===== config.mk =====
export PLATFORM = sky130hd
export DESIGN_NAME = json_string_escape_utf8_flat
export DESIGN_NICKNAME = d
export VERILOG_FILES = /design/src/rtl/jse_pkg.sv /design/src/rtl/jse_if.sv /design/src/rtl/jse_front.sv /design/src/rtl/jse_queue.sv /design/src/rtl/jse_back.sv /design/src/rtl/json_string_escape_utf8.sv /design/src/flat_wrapper.sv
export SDC_FILE = /design/constraint.sdc
export NUM_CORES = 1
export LEC_CHECK = 0
export BUFFER_PORTS_ARGS = -buffer_cell sky130_fd_sc_hd__buf_4
export CORE_ASPECT_RATIO = 1.75
export CORE_MARGIN = 5
export CORE_UTILIZATION = 61
export DETAILED_ROUTE_END_ITERATION = 7
export HOLD_SLACK_MARGIN = 0.05
export PLACE_DENSITY = 0.8
export SLEW_MARGIN = 20
export SYNTH_ARGS = -nofsm -noshare
export SYNTH_HDL_FRONTEND = slang
export SYNTH_SLANG_ARGS = --single-unit

===== constraint.sdc =====
create_clock -name clk_i -period 3.5 [get_ports clk_i]
set_clock_uncertainty 0.05 [all_clocks]
set_input_delay 0.525 -clock clk_i [delete_from_list [all_inputs] [get_ports clk_i]]
set_output_delay 0.525 -clock clk_i [all_outputs]
set_load 0.01 [all_outputs]

===== src/rtl/jse_pkg.sv =====
`default_nettype none
package jse_pkg;

  localparam logic [1:0] CmdStart = 2'd0;
  localparam logic [1:0] CmdUnit  = 2'd1;
  localparam logic [1:0] CmdEnd   = 2'd2;

  localparam logic [1:0] ErrNone      = 2'd0;
  localparam logic [1:0] ErrHighAlone = 2'd1;
  localparam logic [1:0] ErrLowAlone  = 2'd2;

  localparam logic [7:0] ChQuote     = 8'h22;
  localparam logic [7:0] ChBackslash = 8'h5c;
  localparam logic [7:0] ChZero      = 8'h30;
  localparam logic [7:0] ChU         = 8'h75;
  localparam logic [7:0] ChB         = 8'h62;
  localparam logic [7:0] ChT         = 8'h74;
  localparam logic [7:0] ChN         = 8'h6e;
  localparam logic [7:0] ChF         = 8'h66;
  localparam logic [7:0] ChR         = 8'h72;

  localparam int unsigned QDepth = 2;
  localparam int unsigned QPtrW  = (QDepth > 1) ? $clog2(QDepth) : 1;
  localparam int unsigned QCntW  = $clog2(QDepth + 1);

  typedef enum logic [2:0] {
    KIND_QUOTE,
    KIND_SHORT,
    KIND_CTRL,
    KIND_ASCII,
    KIND_UTF2,
    KIND_UTF3,
    KIND_UTF4,
    KIND_ERR
  } kind_e;

  typedef struct packed {
    kind_e       kind;
    logic [20:0] value;
  } desc_t;

  function automatic logic [7:0] hex_digit(input logic [3:0] nib);
    logic [7:0] r;
    if (nib < 4'd10) begin
      r = 8'h30 + {4'd0, nib};
    end else begin
      r = 8'h57 + {4'd0, nib};
    end
    return r;
  endfunction

  function automatic logic [2:0] kind_count(input kind_e kind);
    logic [2:0] r;
    unique case (kind)
      KIND_SHORT: r = 3'd2;
      KIND_CTRL:  r = 3'd6;
      KIND_UTF2:  r = 3'd2;
      KIND_UTF3:  r = 3'd3;
      KIND_UTF4:  r = 3'd4;
      default:    r = 3'd1;
    endcase
    return r;
  endfunction

endpackage
`default_nettype wire


===== src/rtl/jse_if.sv =====
`default_nettype none
interface jse_in_if;
  logic        valid;
  logic        ready;
  logic [1:0]  cmd;
  logic [15:0] utf16_unit;

  modport source (output valid, output cmd, output utf16_unit, input ready);
  modport sink   (input valid, input cmd, input utf16_unit, output ready);
endinterface

interface jse_out_if;
  logic       valid;
  logic       ready;
  logic [7:0] out_byte;
  logic       last_of_run;
  logic [1:0] error_code;

  modport source (output valid, output out_byte, output last_of_run, output error_code,
                  input ready);
  modport sink   (input valid, input out_byte, input last_of_run, input error_code,
                  output ready);
endinterface
`default_nettype wire


===== src/rtl/jse_front.sv =====
`default_nettype none
module jse_front (
  input  wire logic          clk_i,
  input  wire logic          rst_ni,
  jse_in_if.sink             in_i,
  input  wire logic          q_full_i,
  output jse_pkg::desc_t     q_data_o,
  output logic               q_push_o
);

  logic       pending_q, pending_d;
  logic [9:0] held_q, held_d;
  logic       failed_q, failed_d;
  logic       accept;
  logic       is_high, is_low;
  logic       want_push;
  logic [15:0] unit;
  jse_pkg::desc_t desc;

  assign in_i.ready = !q_full_i;
  assign accept     = in_i.valid && in_i.ready;
  assign unit       = in_i.utf16_unit;
  assign is_high    = unit[15:10] == 6'b110110;
  assign is_low     = unit[15:10] == 6'b110111;

  always_comb begin
    pending_d  = pending_q;
    held_d     = held_q;
    failed_d   = failed_q;
    want_push  = 1'b0;
    desc.kind  = jse_pkg::KIND_QUOTE;
    desc.value = '0;
    unique case (in_i.cmd)
      jse_pkg::CmdStart: begin
        pending_d = 1'b0;
        held_d    = '0;
        failed_d  = 1'b0;
        want_push = 1'b1;
      end
      jse_pkg::CmdUnit: begin
        if (!failed_q) begin
          want_push = 1'b1;
          if (pending_q) begin
            pending_d = 1'b0;
            held_d    = '0;
            if (is_low) begin
              desc.kind  = jse_pkg::KIND_UTF4;
              desc.value = 21'h10000 + {1'b0, held_q, unit[9:0]};
            end else begin
              failed_d   = 1'b1;
              desc.kind  = jse_pkg::KIND_ERR;
              desc.value = {19'd0, jse_pkg::ErrHighAlone};
            end
          end else if (is_high) begin
            want_push = 1'b0;
            pending_d = 1'b1;
            held_d    = unit[9:0];
          end else if (is_low) begin
            failed_d   = 1'b1;
            desc.kind  = jse_pkg::KIND_ERR;
            desc.value = {19'd0, jse_pkg::ErrLowAlone};
          end else begin
            desc.value = {5'd0, unit};
            unique case (unit)
              16'h0008: begin desc.kind = jse_pkg::KIND_SHORT; desc.value = {13'd0, jse_pkg::ChB}; end
              16'h0009: begin desc.kind = jse_pkg::KIND_SHORT; desc.value = {13'd0, jse_pkg::ChT}; end
              16'h000a: begin desc.kind = jse_pkg::KIND_SHORT; desc.value = {13'd0, jse_pkg::ChN}; end
              16'h000c: begin desc.kind = jse_pkg::KIND_SHORT; desc.value = {13'd0, jse_pkg::ChF}; end
              16'h000d: begin desc.kind = jse_pkg::KIND_SHORT; desc.value = {13'd0, jse_pkg::ChR}; end
              16'h0022: begin
                desc.kind  = jse_pkg::KIND_SHORT;
                desc.value = {13'd0, jse_pkg::ChQuote};
              end
              16'h005c: begin
                desc.kind  = jse_pkg::KIND_SHORT;
                desc.value = {13'd0, jse_pkg::ChBackslash};
              end
              default: begin
                if (unit < 16'h0020) begin
                  desc.kind = jse_pkg::KIND_CTRL;
                end else if (unit < 16'h0080) begin
                  desc.kind = jse_pkg::KIND_ASCII;
                end else if (unit < 16'h0800) begin
                  desc.kind = jse_pkg::KIND_UTF2;
                end else begin
                  desc.kind = jse_pkg::KIND_UTF3;
                end
              end
            endcase
          end
        end
      end
      jse_pkg::CmdEnd: begin
        if (!failed_q) begin
          want_push = 1'b1;
          if (pending_q) begin
            pending_d  = 1'b0;
            held_d     = '0;
            failed_d   = 1'b1;
            desc.kind  = jse_pkg::KIND_ERR;
            desc.value = {19'd0, jse_pkg::ErrHighAlone};
          end
        end
      end
      default: begin
        want_push = 1'b0;
      end
    endcase
  end

  assign q_push_o = accept && want_push;
  assign q_data_o = desc;

  always_ff @(posedge clk_i or negedge rst_ni) begin
    if (!rst_ni) begin
      pending_q <= 1'b0;
      held_q    <= '0;
      failed_q  <= 1'b0;
    end else if (accept) begin
      pending_q <= pending_d;
      held_q    <= held_d;
      failed_q  <= failed_d;
    end
  end

endmodule
`default_nettype wire


===== src/rtl/jse_queue.sv =====
`default_nettype none
module jse_queue (
  input  wire logic            clk_i,
  input  wire logic            rst_ni,
  input  wire logic            push_i,
  input  wire jse_pkg::desc_t  data_i,
  output logic                 full_o,
  input  wire logic            pop_i,
  output logic                 nonempty_o,
  output jse_pkg::desc_t       data_o
);

  jse_pkg::desc_t                 mem_q [jse_pkg::QDepth];
  logic [jse_pkg::QPtrW-1:0]      wr_q, rd_q;
  logic [jse_pkg::QCntW-1:0]      cnt_q;
  logic                           do_push, do_pop;

  localparam logic [jse_pkg::QPtrW-1:0] PtrLast = jse_pkg::QPtrW'(jse_pkg::QDepth - 1);
  localparam logic [jse_pkg::QCntW-1:0] CntFull = jse_pkg::QCntW'(jse_pkg::QDepth);

  assign full_o     = cnt_q == CntFull;
  assign nonempty_o = cnt_q != '0;
  assign data_o     = mem_q[rd_q];
  assign do_push    = push_i && !full_o;
  assign do_pop     = pop_i && nonempty_o;

  always_ff @(posedge clk_i) begin
    if (do_push) begin
      mem_q[wr_q] <= data_i;
    end
  end

  always_ff @(posedge clk_i or negedge rst_ni) begin
    if (!rst_ni) begin
      wr_q  <= '0;
      rd_q  <= '0;
      cnt_q <= '0;
    end else begin
      if (do_push) begin
        wr_q <= (wr_q == PtrLast) ? '0 : wr_q + 1'b1;
      end
      if (do_pop) begin
        rd_q <= (rd_q == PtrLast) ? '0 : rd_q + 1'b1;
      end
      if (do_push && !do_pop) begin
        cnt_q <= cnt_q + 1'b1;
      end else if (do_pop && !do_push) begin
        cnt_q <= cnt_q - 1'b1;
      end
    end
  end

endmodule
`default_nettype wire


===== src/rtl/jse_back.sv =====
`default_nettype none
module jse_back (
  input  wire logic            clk_i,
  input  wire logic            rst_ni,
  input  wire logic            q_nonempty_i,
  input  wire jse_pkg::desc_t  q_data_i,
  output logic                 q_pop_o,
  jse_out_if.source            out_o
);

  jse_pkg::desc_t cur_q;
  logic           cur_valid_q;
  logic [2:0]     idx_q;
  logic           last;
  logic           take;
  logic [7:0]     byte_val;
  logic [20:0]    v;

  assign v     = cur_q.value;
  assign last  = idx_q == (jse_pkg::kind_count(cur_q.kind) - 3'd1);
  assign take  = out_o.valid && out_o.ready;
  assign q_pop_o = q_nonempty_i && (!cur_valid_q || (take && last));

  always_comb begin
    byte_val = 8'h00;
    unique case (cur_q.kind)
      jse_pkg::KIND_QUOTE: byte_val = jse_pkg::ChQuote;
      jse_pkg::KIND_SHORT: byte_val = (idx_q == 3'd0) ? jse_pkg::ChBackslash : v[7:0];
      jse_pkg::KIND_CTRL: begin
        case (idx_q)
          3'd0:    byte_val = jse_pkg::ChBackslash;
          3'd1:    byte_val = jse_pkg::ChU;
          3'd4:    byte_val = jse_pkg::hex_digit(v[7:4]);
          3'd5:    byte_val = jse_pkg::hex_digit(v[3:0]);
          default: byte_val = jse_pkg::ChZero;
        endcase
      end
      jse_pkg::KIND_ASCII: byte_val = v[7:0];
      jse_pkg::KIND_UTF2:
        byte_val = (idx_q == 3'd0) ? {3'b110, v[10:6]} : {2'b10, v[5:0]};
      jse_pkg::KIND_UTF3: begin
        case (idx_q)
          3'd0:    byte_val = {4'b1110, v[15:12]};
          3'd1:    byte_val = {2'b10, v[11:6]};
          default: byte_val = {2'b10, v[5:0]};
        endcase
      end
      jse_pkg::KIND_UTF4: begin
        case (idx_q)
          3'd0:    byte_val = {5'b11110, v[20:18]};
          3'd1:    byte_val = {2'b10, v[17:12]};
          3'd2:    byte_val = {2'b10, v[11:6]};
          default: byte_val = {2'b10, v[5:0]};
        endcase
      end
      default: byte_val = 8'h00;
    endcase
  end

  assign out_o.valid       = cur_valid_q;
  assign out_o.out_byte    = byte_val;
  assign out_o.last_of_run = last;
  assign out_o.error_code  = (cur_q.kind == jse_pkg::KIND_ERR) ? v[1:0] : jse_pkg::ErrNone;

  always_ff @(posedge clk_i) begin
    if (q_pop_o) begin
      cur_q <= q_data_i;
    end
  end

  always_ff @(posedge clk_i or negedge rst_ni) begin
    if (!rst_ni) begin
      cur_valid_q <= 1'b0;
      idx_q       <= '0;
    end else if (q_pop_o) begin
      cur_valid_q <= 1'b1;
      idx_q       <= '0;
    end else if (take) begin
      if (last) begin
        cur_valid_q <= 1'b0;
      end else begin
        idx_q <= idx_q + 3'd1;
      end
    end
  end

endmodule
`default_nettype wire


===== src/rtl/json_string_escape_utf8.sv =====
// JSON string escaper, UTF-16 code units in, UTF-8 JSON string bytes out.
// An input item is accepted whenever the two-entry queue between the
// classifier and the byte emitter has room, so items can arrive back to
// back. The emitter sends one byte per cycle while the output is ready; an
// item produces 0 bytes for a held high surrogate or an ignored item, 1 for
// quotes, ASCII and errors, 2 to 4 for UTF-8 and short escapes, 6 for
// \u00xx, and the output port sets the sustained rate.
// last_of_run marks the final byte of each item; an error is a single
// result with out_byte zero and a nonzero error_code, after which units and
// end are dropped until the next start.
`default_nettype none
module json_string_escape_utf8 (
  input  wire logic clk_i,
  input  wire logic rst_ni,
  jse_in_if.sink    in_i,
  jse_out_if.source out_o
);

  jse_pkg::desc_t push_data, pop_data;
  logic           push, full, pop, nonempty;

  jse_front u_front (
    .clk_i    (clk_i),
    .rst_ni   (rst_ni),
    .in_i     (in_i),
    .q_full_i (full),
    .q_data_o (push_data),
    .q_push_o (push)
  );

  jse_queue u_queue (
    .clk_i      (clk_i),
    .rst_ni     (rst_ni),
    .push_i     (push),
    .data_i     (push_data),
    .full_o     (full),
    .pop_i      (pop),
    .nonempty_o (nonempty),
    .data_o     (pop_data)
  );

  jse_back u_back (
    .clk_i        (clk_i),
    .rst_ni       (rst_ni),
    .q_nonempty_i (nonempty),
    .q_data_i     (pop_data),
    .q_pop_o      (pop),
    .out_o        (out_o)
  );

endmodule
`default_nettype wire


===== src/flat_wrapper.sv =====
// flat-port wrapper written by rule: the top's interface ports become plain ports
module json_string_escape_utf8_flat 
  (clk_i, rst_ni, in_i_valid, in_i_cmd, in_i_utf16_unit, in_i_ready, out_o_valid, out_o_out_byte, out_o_last_of_run, out_o_error_code, out_o_ready);
  jse_in_if in_i_i ();
  jse_out_if out_o_i ();
  input  wire logic clk_i;
  input  wire logic rst_ni;
  input wire logic [$bits(in_i_i.valid)-1:0] in_i_valid;
  input wire logic [$bits(in_i_i.cmd)-1:0] in_i_cmd;
  input wire logic [$bits(in_i_i.utf16_unit)-1:0] in_i_utf16_unit;
  output wire logic [$bits(in_i_i.ready)-1:0] in_i_ready;
  output wire logic [$bits(out_o_i.valid)-1:0] out_o_valid;
  output wire logic [$bits(out_o_i.out_byte)-1:0] out_o_out_byte;
  output wire logic [$bits(out_o_i.last_of_run)-1:0] out_o_last_of_run;
  output wire logic [$bits(out_o_i.error_code)-1:0] out_o_error_code;
  input wire logic [$bits(out_o_i.ready)-1:0] out_o_ready;
  assign in_i_i.valid = in_i_valid;
  assign in_i_i.cmd = in_i_cmd;
  assign in_i_i.utf16_unit = in_i_utf16_unit;
  assign in_i_ready = in_i_i.ready;
  assign out_o_valid = out_o_i.valid;
  assign out_o_out_byte = out_o_i.out_byte;
  assign out_o_last_of_run = out_o_i.last_of_run;
  assign out_o_error_code = out_o_i.error_code;
  assign out_o_i.ready = out_o_ready;
  json_string_escape_utf8 u_core (.clk_i(clk_i), .rst_ni(rst_ni), .in_i(in_i_i), .out_o(out_o_i));
endmodule

==> metrics.md <==
| Metric | Value |
|---|---|
| DP Cell Count | roughly 630 |
| Synth Area in Simple Gates | 0.153 |
| Max Cap Violations | 0 |
| Delay of the slowest critical-path stage | between 0.4 and 0.5 ns |
| Most instantiated cells after synthesis | edfxtp_1, o21ai_0, inv_1, nor2_1, a21oi_1 |
| Final setup fails | 0 |
| # fillers | about 670 |
| DP HPWL | slightly above 10000 um |
| Ports | 35 |
| Worst path most repeated cell | buf_4 |
| Post-layout util | 0.687 |
| RSZ-0062 raised after global routing | false |
| Crit-path max FO | 22 |
| Root buffer cell | clkbuf_16 |
| GR met2 Demand/Resource | 0.494 |
| Nets | 555 |
| Compound-Gate Fraction of Synth Area | 0.197 |
| Sink Count | a little over 90 |
| Asr flop ratio synth | 0.217 |
| Worst Tran Pin Value | around 1.1 ns |
| GRT busiest layer | met2 |
| Diode count | 0 |
| #FFs+latches synth | 92 |
| Fin cells | between 600 and 700 |
| Antenna violations before repair | 0 |
| Post-Synth Adder-Cell Area | 0.0283 |
| Area Overhead vs Synth | 11.8% |
| Die X | ~80 um |
| Crit. End Element | primary output |
| GR Util met1 | 0.268 |
| Slew HR | 0.279 |
| Status | finished clean |
| Detailed Route Iter0 Violations | approximately 210 |
| Crit path kind | register to primary output |
| Top post-synthesis cells by area | edfxtp_1, dfrtp_1, mux2_2 |
| # DRC | 0 |
| Post-DRT Antenna Nets | 0 |
| Clk_lat worst skew | 0.34 ns |
| Syn nets | about 540 |
| CTS Buffer Depth | 2 |
| Crit share post-route | 0.922 |
| CP cell instances | inv_1, ha_1, buf_4, nor3_1, nor2_1, a21oi_1, o21ai_0, o2111ai_1, buf_4 |
| Area after DPL | approximately 0.0056 mm2 |
| Worst path slowest cell | dfrtp_1 |
| Gr ovfl total | 0 |
| Hold Path Class | input port to register |
| TritonCTS buffer count | 9 |
| Cell area power density | between 700 and 800 mW/mm2 |
| WP data required | ~2.9 ns |
| Distinct cells, synth | 74 |
| Fin Hold WS | ~0.40 ns |
| Fmax | 310 MHz |
| Vias | between 4000 and 5000 |
| Initial Utilization | 0.615 |
| Avg Vias per Cell | 6.42 |
| Row Count | between 40 and 50 |
| Post-Syn Area per Cell | approximately 11 um2 |
| Share of cells above drive strength 1 | 0.188 |
| CP Data Arrival Time | about 2.7 ns |
| TritonCTS clock tree | yes |
| Mapped cell area | about 0.0053 mm2 |
| Total Neg Setup Slack | 0 ns |
| Met3 global-route usage | 0.0392 |
| First-pass GRT wire length | ~22000 um |
| Final Slew Violations | 0 |
| Sequential cell area fraction in the yosys report | 0.503 |
| Mux contribution to synthesized area | 0.0550 |
| Fin area | approximately 0.0059 mm2 |
| XOR/XNOR Fraction of Synth Area | 0.0149 |
| Maximum vdd ir drop | 0.381 mV |
| Core box area | 0.00861 mm2 |
| Min-delay src | in_i_utf16_unit[9] |
| Routability cong. | approximately 0.97 |
| Top-count cell post-synth | edfxtp_1 |
| Fin crit period | 3.23 ns |
| Die area | between 0.01 and 0.015 mm2 |
| Wirelength, routed | between 10000 and 15000 um |
| R2r startpoint | u_core.u_back.cur_q[23] |
| H-tree Lvls | 3 |
| Synth Instances | between 500 and 600 |
| Final hold viol count | 0 |
| Number of global-route vias before repair | ~4200 |
| Pin count of the biggest net entering global routing | 30 |
| CP Launch Type | register |
| Post-synth top area share | 0.408 |
| Post-synth EDFFs | between 70 and 80 |
| Top FF cell, synth | edfxtp_1 |
| Pre-antenna DRT Iters | 5 |
| Largest family of logic cells by synthesized area | compound AO/OA/AOI/OAI gates |
| Per-cell routed wire length | ~21 um |
| Synth warn | 0 |
| Lkg Pwr | 2.14 nW |
| Critical Path Start | u_core.u_back.idx_q[1] |
| Reg clk slew, reported paths | 0.07 ns |
| Port bufs | 34 |
| GRT Overall Usage | 0.268 |
| Die Ht | between 100 and 150 um |
| Synth area leader | edfxtp_1 |
critical path: cells and delay by family (launching register included):
kind | cells | cell delay, ns
flip-flops | 1 | 0.47
AND/OR/NAND/NOR | 2 | 0.51
buffers and inverters | 3 | 0.58
adder cells (fa/ha/maj) | 1 | 0.18
AO/OA/AOI/OAI | 3 | 0.58
metal layers:
metal	part of all wire	vias up
met5	0	-
met4	0.063	0
met3	0.039	52
met2	0.56	161
met1	0.34	1969
li1	-	1949
metrics by stage:
| step | setup WS [ns] | power, mW |
|---|---|---|
| after floorplan | 0.532 | 2.86 |
| final | 0.274 | 4.34 |
| after detailed placement | 0.441 | 3.45 |
| after global routing | 0.0827 | 4.60 |
| after CTS | 0.183 | 4.34 |
| after global placement | 0.491 | 3.43 |
area by class of cell:
| type | instances | area [um2] | share of cell area |
|---|---|---|---|
| flip-flops and latches | 92 | 2660 | 0.450 |
| repair buffers | 44 | 333 | 0.0562 |
| clock buffers | 9 | 225 | 0.0380 |
| clock inverters | 7 | 50.0 | 0.00845 |
| inverters | 31 | 116 | 0.0197 |
| multi-input cells | 343 | 2390 | 0.403 |
| well taps | 117 | 146 | 0.0247 |
logic make-up (layout without fill, tap and decap cells):
kind of cell,after synthesis,in the layout
compound gates,154,154
simple gates,142,142
flops,92,92
buf+inv,66,91
mux,26,26
fa+ha+maj,12,12
xor+xnor,9,9
flip-flops by register name (all words and copies together) (netlist names), 2 cells and up:
signal	cells
u_core.u_queue.mem_q	48
u_core.u_back.idx_q	3
u_core.u_front.held_q	10
u_core.u_back.cur_q	3
u_core.u_back.v	21
u_core.u_queue.cnt_q	2
cells in the final DEF, fill, tap and decap left out, types with 6 or more instances in the layout:
cell | netlist | layout
mux2_2 | 25 | 25
nor3_1 | 9 | 9
inv_1 | 31 | 31
buf_4 | 0 | 43
ha_1 | 12 | 11
nor2b_1 | 15 | 14
o21ai_0 | 37 | 37
nand3_1 | 21 | 21
a22o_1 | 8 | 8
nand2_1 | 24 | 24
a31oi_1 | 11 | 11
a22oi_1 | 8 | 8
o2bb2ai_1 | 6 | 6
dfrtp_1 | 20 | 19
a21oi_1 | 28 | 28
clkbuf_16 | 0 | 9
nor2_1 | 29 | 29
edfxtp_1 | 72 | 72
o211ai_1 | 8 | 8
o22ai_1 | 7 | 7
timing repair:
item / CTS / global route
resized for setup: 0 / 1
hold buffers: 1 / 0
buffers inserted: 0 / 0
endpoints found under the hold margin: 20 / 0
endpoints found under the setup margin: 0 / 1
where the power goes:
part           internal (mW)  total, mW  switching [mW]
Clock                  0.483      0.881           0.399
Sequential              1.49       1.82           0.328
Combinational          0.720       1.63           0.915
worst paths after layout:
kind / end / slack, ns / depth (start not counted)
worst max-delay path: out_o_out_byte[4] / 0.27 / 9
worst min register to register: u_core.u_queue.cnt_q[1] / 0.45 / 1
worst max register to register: u_core.u_queue.cnt_q[1] / 0.70 / 9
worst min-delay path: u_core.u_front.held_q[9] / 0.40 / 3
max in group asynchronous: u_core.u_queue.rd_q / 2.56 / 2
min in group asynchronous: u_core.u_front.held_q[1] / 0.58 / 2
Note: power is estimated with default switching activity, not from simulation.
